## src/design/dcmd_pkg.sv

```systemverilog
// shared types, constants and helpers for the debounced cursor matrix driver
package dcmd_pkg;

  localparam int unsigned CfgWidth  = 10;
  localparam int unsigned NumBtn    = 4;
  localparam int unsigned GridSize  = 8;
  localparam int unsigned LineWidth = 8;
  localparam int unsigned PosWidth  = 4;
  localparam int unsigned AddrWidth = 4;
  localparam int unsigned DataWidth = 32;

  localparam int unsigned BtnUp    = 0;
  localparam int unsigned BtnDown  = 1;
  localparam int unsigned BtnRight = 2;
  localparam int unsigned BtnLeft  = 3;

  localparam logic [PosWidth-1:0] PosMin   = PosWidth'(1);
  localparam logic [PosWidth-1:0] PosMax   = PosWidth'((GridSize > 15) ? 15 : GridSize);
  localparam logic [PosWidth-1:0] PosReset = PosWidth'(4);

  localparam logic [CfgWidth-1:0] ThresholdReset = CfgWidth'(400);
  localparam logic [CfgWidth-1:0] CeilingReset   = CfgWidth'(1000);
  localparam logic [CfgWidth-1:0] FallbackReset  = CfgWidth'(500);

  typedef enum logic [1:0] {
    REG_THRESHOLD = 2'd0,
    REG_CEILING   = 2'd1,
    REG_FALLBACK  = 2'd2
  } reg_idx_e;

  typedef struct packed {
    logic up_n;
    logic down_n;
    logic right_n;
    logic left_n;
  } btn_in_t;

  typedef struct packed {
    logic [LineWidth-1:0] row_lines;
    logic [LineWidth-1:0] col_lines;
    logic [PosWidth-1:0]  row_pos;
    logic [PosWidth-1:0]  col_pos;
  } cursor_out_t;

  typedef struct packed {
    logic [CfgWidth-1:0] threshold;
    logic [CfgWidth-1:0] ceiling;
    logic [CfgWidth-1:0] fallback;
  } cfg_t;

  function automatic logic [PosWidth-1:0] step_dec(input logic [PosWidth-1:0] p);
    return (p > PosMin) ? p - PosWidth'(1) : p;
  endfunction

  function automatic logic [PosWidth-1:0] step_inc(input logic [PosWidth-1:0] p);
    return (p < PosMax) ? p + PosWidth'(1) : p;
  endfunction

endpackage

```

## src/design/dcmd_regs.sv

```systemverilog
// apb configuration registers for threshold, ceiling and fallback
module dcmd_regs (
  input  logic                            clk_i,
  input  logic                            rst_ni,
  input  logic                            psel,
  input  logic                            penable,
  input  logic                            pwrite,
  input  logic [dcmd_pkg::AddrWidth-1:0]  paddr,
  input  logic [dcmd_pkg::DataWidth-1:0]  pwdata,
  output logic [dcmd_pkg::DataWidth-1:0]  prdata,
  output logic                            pready,
  output dcmd_pkg::cfg_t                  cfg_o
);
  import dcmd_pkg::*;

  cfg_t     cfg_q;
  logic     wr_en;
  reg_idx_e idx;

  assign pready = 1'b1;
  assign wr_en  = psel && penable && pwrite;
  assign idx    = reg_idx_e'(paddr[3:2]);

  always_ff @(posedge clk_i or negedge rst_ni) begin
    if (!rst_ni) begin
      cfg_q.threshold <= ThresholdReset;
      cfg_q.ceiling   <= CeilingReset;
      cfg_q.fallback  <= FallbackReset;
    end else if (wr_en) begin
      case (idx)
        REG_THRESHOLD: cfg_q.threshold <= pwdata[CfgWidth-1:0];
        REG_CEILING:   cfg_q.ceiling   <= pwdata[CfgWidth-1:0];
        REG_FALLBACK:  cfg_q.fallback  <= pwdata[CfgWidth-1:0];
        default: ;
      endcase
    end
  end

  always_comb begin
    case (idx)
      REG_THRESHOLD: prdata = DataWidth'(cfg_q.threshold);
      REG_CEILING:   prdata = DataWidth'(cfg_q.ceiling);
      REG_FALLBACK:  prdata = DataWidth'(cfg_q.fallback);
      default:       prdata = '0;
    endcase
  end

  assign cfg_o = cfg_q;

endmodule

```

## src/design/dcmd_core.sv

```systemverilog
// input register, hold counters, cursor positions and matrix line decode
module dcmd_core (
  input  logic                   clk_i,
  input  logic                   rst_ni,
  input  dcmd_pkg::cfg_t         cfg_i,
  input  logic                   in_valid_i,
  input  dcmd_pkg::btn_in_t      in_data_i,
  output logic                   in_ready_o,
  input  logic                   res_room_i,
  output logic                   res_push_o,
  output dcmd_pkg::cursor_out_t  res_data_o,
  output logic                   stage_valid_o
);
  import dcmd_pkg::*;

  logic                 in_valid_q;
  btn_in_t              in_data_q;
  logic                 advance;

  logic [CfgWidth-1:0]  cnt_q [NumBtn];
  logic [CfgWidth-1:0]  cnt_d [NumBtn];
  logic [PosWidth-1:0]  row_q, row_d;
  logic [PosWidth-1:0]  col_q, col_d;
  logic [NumBtn-1:0]    lvl;
  logic [NumBtn-1:0]    move;

  assign advance    = in_valid_q && res_room_i;
  assign in_ready_o = !in_valid_q || advance;

  always_comb begin
    logic                held;
    logic [CfgWidth-1:0] c;
    lvl[BtnUp]    = in_data_q.up_n;
    lvl[BtnDown]  = in_data_q.down_n;
    lvl[BtnRight] = in_data_q.right_n;
    lvl[BtnLeft]  = in_data_q.left_n;
    move = '0;
    for (int i = 0; i < NumBtn; i++) begin
      held = !lvl[i];
      c    = cnt_q[i];
      if (held) begin
        c = (c >= cfg_i.ceiling) ? cfg_i.fallback : c + CfgWidth'(1);
      end
      if (!held && c >= cfg_i.threshold) begin
        move[i]  = 1'b1;
        cnt_d[i] = '0;
      end else begin
        cnt_d[i] = c;
      end
    end

    col_d = col_q;
    if (move[BtnUp]) col_d = step_dec(col_d);
    if (move[BtnDown]) col_d = step_inc(col_d);
    row_d = row_q;
    if (move[BtnRight]) row_d = step_dec(row_d);
    if (move[BtnLeft]) row_d = step_inc(row_d);

    for (int i = 0; i < LineWidth; i++) begin
      res_data_o.row_lines[i] = (row_d == PosWidth'(i + 1));
      res_data_o.col_lines[i] = (col_d != PosWidth'(i + 1));
    end
    res_data_o.row_pos = row_d;
    res_data_o.col_pos = col_d;
  end

  assign res_push_o    = advance;
  assign stage_valid_o = in_valid_q;

  always_ff @(posedge clk_i or negedge rst_ni) begin
    if (!rst_ni) begin
      in_valid_q <= 1'b0;
      row_q      <= PosReset;
      col_q      <= PosReset;
      for (int i = 0; i < NumBtn; i++) begin
        cnt_q[i] <= '0;
      end
    end else begin
      if (in_ready_o) begin
        in_valid_q <= in_valid_i;
      end
      if (advance) begin
        row_q <= row_d;
        col_q <= col_d;
        for (int i = 0; i < NumBtn; i++) begin
          cnt_q[i] <= cnt_d[i];
        end
      end
    end
  end

  always_ff @(posedge clk_i) begin
    if (in_ready_o && in_valid_i) begin
      in_data_q <= in_data_i;
    end
  end

endmodule

```

## src/design/dcmd_outq.sv

```systemverilog
// two-entry result queue that decouples the core from the output channel
module dcmd_outq (
  input  logic                   clk_i,
  input  logic                   rst_ni,
  input  logic                   push_i,
  input  dcmd_pkg::cursor_out_t  push_data_i,
  output logic                   room_o,
  output logic                   out_valid_o,
  input  logic                   out_ready_i,
  output dcmd_pkg::cursor_out_t  out_data_o
);
  import dcmd_pkg::*;

  localparam int unsigned Depth    = 2;
  localparam int unsigned PtrWidth = $clog2(Depth);
  localparam int unsigned CntWidth = $clog2(Depth + 1);

  cursor_out_t          entry_q [Depth];
  logic [PtrWidth-1:0]  wr_ptr_q, rd_ptr_q;
  logic [CntWidth-1:0]  cnt_q;
  logic                 pop;

  assign out_valid_o = (cnt_q != '0);
  assign pop         = out_valid_o && out_ready_i;
  assign room_o      = (cnt_q != CntWidth'(Depth)) || pop;
  assign out_data_o  = entry_q[rd_ptr_q];

  always_ff @(posedge clk_i or negedge rst_ni) begin
    if (!rst_ni) begin
      wr_ptr_q <= '0;
      rd_ptr_q <= '0;
      cnt_q    <= '0;
    end else begin
      if (push_i) begin
        wr_ptr_q <= (wr_ptr_q == PtrWidth'(Depth - 1)) ? '0 : wr_ptr_q + PtrWidth'(1);
      end
      if (pop) begin
        rd_ptr_q <= (rd_ptr_q == PtrWidth'(Depth - 1)) ? '0 : rd_ptr_q + PtrWidth'(1);
      end
      case ({push_i, pop})
        2'b10:   cnt_q <= cnt_q + CntWidth'(1);
        2'b01:   cnt_q <= cnt_q - CntWidth'(1);
        default: cnt_q <= cnt_q;
      endcase
    end
  end

  always_ff @(posedge clk_i) begin
    if (push_i) begin
      entry_q[wr_ptr_q] <= push_data_i;
    end
  end

endmodule

```

## src/design/debounced_cursor_matrix_driver_top.sv

```systemverilog
// top level of the debounced cursor matrix driver
// One button sample is taken per clock and yields one result while the result
// queue has room. A sample goes into an input register; with room, its four
// hold counters and the cursor position are updated in a single pass and the
// matrix drive is written into a two-entry result queue. The sustained rate is
// one transaction per cycle while the queue has room, set by the per-sample
// counter and position update. Input is still taken while a result waits for
// the output side, until the queue fills. Configuration writes belong in idle time.
module debounced_cursor_matrix_driver_top (
  input  logic                            clk_i,
  input  logic                            rst_ni,
  input  logic                            in_valid_i,
  output logic                            in_ready_o,
  input  dcmd_pkg::btn_in_t               in_data_i,
  output logic                            out_valid_o,
  input  logic                            out_ready_i,
  output dcmd_pkg::cursor_out_t           out_data_o,
  input  logic                            psel,
  input  logic                            penable,
  input  logic                            pwrite,
  input  logic [dcmd_pkg::AddrWidth-1:0]  paddr,
  input  logic [dcmd_pkg::DataWidth-1:0]  pwdata,
  output logic [dcmd_pkg::DataWidth-1:0]  prdata,
  output logic                            pready
);
  import dcmd_pkg::*;

  cfg_t        cfg;
  logic        res_room;
  logic        res_push;
  cursor_out_t res_data;
  logic        stage_valid;

  dcmd_regs u_regs (
    .clk_i   (clk_i),
    .rst_ni  (rst_ni),
    .psel    (psel),
    .penable (penable),
    .pwrite  (pwrite),
    .paddr   (paddr),
    .pwdata  (pwdata),
    .prdata  (prdata),
    .pready  (pready),
    .cfg_o   (cfg)
  );

  dcmd_core u_core (
    .clk_i         (clk_i),
    .rst_ni        (rst_ni),
    .cfg_i         (cfg),
    .in_valid_i    (in_valid_i),
    .in_data_i     (in_data_i),
    .in_ready_o    (in_ready_o),
    .res_room_i    (res_room),
    .res_push_o    (res_push),
    .res_data_o    (res_data),
    .stage_valid_o (stage_valid)
  );

  dcmd_outq u_outq (
    .clk_i       (clk_i),
    .rst_ni      (rst_ni),
    .push_i      (res_push),
    .push_data_i (res_data),
    .room_o      (res_room),
    .out_valid_o (out_valid_o),
    .out_ready_i (out_ready_i),
    .out_data_o  (out_data_o)
  );

  a_accept_loads_stage: assert property (@(posedge clk_i) disable iff (!rst_ni)
    (in_valid_i && in_ready_o) |=> stage_valid)
    else $error("accepted transaction did not reach the input register");

  a_pos_nonzero: assert property (@(posedge clk_i) disable iff (!rst_ni)
    out_valid_o |-> (out_data_o.row_pos != '0 && out_data_o.col_pos != '0))
    else $error("cursor position left its range");

  a_row_onehot: assert property (@(posedge clk_i) disable iff (!rst_ni)
    (out_valid_o && out_data_o.row_pos <= PosWidth'(LineWidth))
      |-> $onehot(out_data_o.row_lines))
    else $error("row drive is not one-hot");

  a_col_onecold: assert property (@(posedge clk_i) disable iff (!rst_ni)
    out_valid_o |-> ($countones(~out_data_o.col_lines) <= 1))
    else $error("more than one column driven");

endmodule
```

## config.mk

```make
export PLATFORM = sky130hd
export DESIGN_NAME = debounced_cursor_matrix_driver_top
export DESIGN_NICKNAME = d
export VERILOG_FILES = /design/src/design/dcmd_pkg.sv /design/src/design/dcmd_regs.sv /design/src/design/dcmd_core.sv /design/src/design/dcmd_outq.sv /design/src/design/debounced_cursor_matrix_driver_top.sv
export SDC_FILE = /design/constraint.sdc
export NUM_CORES = 1
export LEC_CHECK = 0
export ABC_AREA = 1
export BUFFER_PORTS_ARGS = -buffer_cell sky130_fd_sc_hd__buf_2
export CORE_MARGIN = 3
export CORE_UTILIZATION = 50
export CTS_CLUSTER_SIZE = 40
export DETAILED_ROUTE_END_ITERATION = 8
export GPL_ROUTABILITY_DRIVEN = 0
export PLACE_DENSITY_LB_ADDON = 0.25
export SLEW_MARGIN = 20
export SYNTH_ARGS = -nofsm -noshare
export SYNTH_HDL_FRONTEND = slang
export SYNTH_SLANG_ARGS = --single-unit
```

## constraint.sdc

```tcl
create_clock -name clk_i -period 3.9 [get_ports clk_i]
set_input_delay 0 -clock clk_i [delete_from_list [all_inputs] [get_ports clk_i]]
set_output_delay 0 -clock clk_i [all_outputs]
set_load 0.01 [all_outputs]
```

==> impl_metrics.py <==
metrics = {
    "run_status": {
        "status": "finished, violations left",
        "violations": "setup timing",
    },
    "sta": {
        "maxSlewViolCount": 0,
        "skew_ps": 7.91,
        "tns_ps": -3120,
        "min_period_ps": 4090,
        "rsz0062_at_grt": "yes",
        "max_slew_margin_pct": 38.5,
        "finalSetupViolations": 37,
        "tightest_slew_ps": 921,
        "hold_viol": 0,
        "finalCritPeriodShare_pct": 105,
        "layout_setup_ws_ps": -188,
        "timing.fmax_mhz": 245,
    },
    "logic_synthesis": {
        "ys_ff_latch": 135,
        "synthArstFlopShare_pct": 61.5,
        "synthFlopType": "dfrtp_1",
        "synth_edf_count": 52,
        "yosys_warnings": 0,
        "ys_seq_area_share_pct": 38.0,
        "syn_area_sq_um": 9630,
        "avgSynthCellArea_sq_um": 7.61,
        "yosysUniqueCellTypes": 52,
        "syn-instance-count": 1265,
    },
    "power": {
        "vdd_ir_drop_max_uv": 434,
        "p_total_mw": 12.2,
        "power_density_nw_per_um2": 961,
        "p_leak_nw": 6.05,
    },
    "route": {
        "wl_per_cell_um": 17.3,
        "drt_wl_total_mm": 29.3,
        "vias": 9223,
        "drcViolationCount": 0,
        "vias_per_cell": 5.42,
        "drt_iter0_drc": 866,
        "dr.pass1.iters": 6,
        "drtAntennaViolNets": 0,
    },
    "setup_path": {
        "start_kind": "register",
        "cp-endpoint": "u_outq.entry_q[0][12]$_DFFE_PP_",
        "cp_max_fo": 8,
        "r2r_slack_ps": -190,
        "reg2reg_depth": 26,
        "endpoint_kind": "register",
        "crit_type": "reg -> reg",
        "crit_arrival_ps": 4270,
        "crit_start": "u_regs.cfg_o[17]$_DFFE_PN1P_",
        "reg2reg_to": "u_outq.entry_q[0][12]$_DFFE_PP_",
        "reg2reg_from": "u_regs.cfg_o[17]$_DFFE_PN1P_",
        "cp_data_required_time_ps": 4090,
    },
    "die": {
        "fp.coreArea_sq_um": 18800,
        "die_x_um": 145,
        "rows": 50,
        "die_h_um": 145,
        "start_util_pct": 51.1,
        "io_pins": 106,
        "dieArea_sq_um": 21000,
    },
    "place": {
        "hpwlAfterDp_mm": 19.1,
        "io_buffers": 58,
    },
    "layout": {
        "drive_gt1_share_pct": 30.3,
        "final_util_pct": 67.6,
        "syn2layout_area_growth_pct": 32.2,
        "nNetsFinal": 1566,
        "multiInputGateArea_sq_um": 6180,
        "fillers": 1440,
        "regArea_sq_um": 3660,
        "n_antenna_cell": 0,
        "final_cell_mix": "nand2_1, inv_1, buf_4",
        "final_common_cell": "nand2_1",
    },
    "global_routing": {
        "grt_pass1_vias": 8328,
        "groute.usage.overall_pct": 26.5,
        "gr-total-overflow": 0,
        "grt_max_degree": 62,
        "antenna_found_initial": 0,
        "grt_pass1_wl_mm": 42.8,
    },
    "flow_run": {
        "max-cap-violations": 0,
    },
    "clocking": {
        "cts_buffer_depth": 2,
        "clock_insertion_delay_worst_skew_ps": 440,
        "cts_tree": "yes",
        "clk_pin_slew_ps": 60,
        "cts-root-buf": "clkbuf_16",
        "cts.htree.levels": 4,
        "clock-sinks": 135,
        "cts_buffers": 17,
    },
    "worst_hold_path": {
        "hold_class": "in -> async",
    },
}
[worst max-delay path, stage by stage, from the launching register on]
cell,delay [ps]
dfstp_2,560
inv_4,50
buf_6,110
ha_4,220
a21oi_2,130
nor2_2,60
a211oi_2,210
nand3_2,150
buf_6,170
o21ai_1,160
o21ai_1,110
ha_1,350
nand4_1,110
nand3b_1,210
nand3_4,120
nand2_4,80
nand2_2,90
nand2_2,80
inv_2,90
ha_4,140
inv_4,30
nor2_4,120
nand2_2,70
nand2_2,70
nand2_4,70
nor2_4,180
nand2_2,80
[worst min path at each step]
| stage | cells past startpoint | end | from | slack, ps |
|---|---|---|---|---|
| final | 2 | u_core.stage_valid_o$_DFFE_PN0N_ | rst_ni | 210 |
| after global routing | 2 | u_core.in_data_q[0]$_DFFE_PP_ | in_data_i[0] | 280 |
| after global placement | 1 | u_core.stage_valid_o$_DFFE_PN0N_ | rst_ni | 160 |
| after floorplan | 0 | u_core.cnt_q[0]$_DFFE_PN0P_ | rst_ni | -300 |
| after CTS | 2 | u_core.row_q[3]$_DFFE_PN0P_ | rst_ni | 260 |
| after detailed placement | 1 | u_core.row_q[3]$_DFFE_PN0P_ | rst_ni | 180 |
[logic make-up (layout without fill, tap and decap cells)]
logic type / after synthesis / after routing / synth area share [%]
compound gates: 179 / 179 / 10.4
xor+xnor: 26 / 26 / 2.64
fa+ha+maj: 91 / 91 / 11.8
buf+inv: 226 / 381 / 9.85
flops: 135 / 135 / 38.0
other cells: 2 / 23 / 0.0780
simple gates: 606 / 606 / 27.2
[per-stage QoR]
step | instance area [sq um] | std cells | worst slack [ps] | hold WS, ps
final | 12700 | 1701 | -188 | 207
after global routing | 12700 | 1701 | -380 | 275
after CTS | 11600 | 1685 | -28.4 | 258
after detailed placement | 10600 | 1626 | -181 | 177
after global placement | 10600 | 1626 | -60.0 | 164
after floorplan | 9710 | 1286 | 86.3 | -296
[sequential cells by signal, indices dropped and copies added, names as in the netlist]
signal and cells:
u_core.in_data_q 4, u_core.stage_valid_o 1, u_outq.entry_q 48, u_outq.wr_ptr_q 1, u_outq.cnt_q 2, u_outq.rd_ptr_q 1, u_core.row_q 4, u_core.cnt_q 40
u_regs.cfg_o 30, u_core.col_q 4
[Yosys cell counts (5+ instances only)]
cell type / count / area [sq um]
nand2_1: 396 / 1490
inv_1: 168 / 631
o21ai_0: 97 / 485
ha_1: 91 / 1140
nand3_1: 82 / 410
dfrtp_1: 66 / 1650
nor2_1: 60 / 225
edfxtp_1: 52 / 1560
a21oi_1: 37 / 185
buf_4: 23 / 173
xor2_1: 22 / 193
clkbuf_1: 21 / 78.8
nand4_1: 18 / 113
dfstp_2: 17 / 447
o211ai_1: 11 / 82.6
nor3_1: 8 / 40.0
nand2_2: 7 / 43.8
nor2_2: 6 / 37.5
o22ai_1: 6 / 37.5
nand3b_1: 5 / 37.5
[layout make-up]
type / instances / area share [%]
Inverter: 173 / 5.35
Sequential cell: 135 / 28.8
Timing Repair Buffer: 176 / 10.2
Clock buffer: 17 / 3.34
Clock inverter: 15 / 1.24
Tap cell: 260 / 2.56
Multi-Input combinational cell: 925 / 48.6
[repair_timing]
item / 4_1_cts / 5_1_grt
hold buffers: 18 / 0
setup buffers: 8 / 17
setup endpoints to repair: 56 / 86
resized for setup: 71 / 222
endpoints found under the hold margin: 88 / 0
cloned: 1 / 1
pin swaps: 33 / 86
[power by group]
group	internal (mW)	switching (mW)	leakage (nW)
registers	2.18	0.511	1.48
clock network	0.906	0.718	0.287
logic	3.26	4.65	4.28
total	6.34	5.88	6.05
[routing by layer]
layer  global-route usage (%)  share of wire [%]  vias to the layer above
li1                         -                  -                     4421
met1                     35.6                 41                     4315
met2                     40.9                 47                      390
met3                     5.95                7.4                       97
met4                     11.9                4.7                        0
met5                        0                  0                        -
Power figures use the tool's default switching activity.
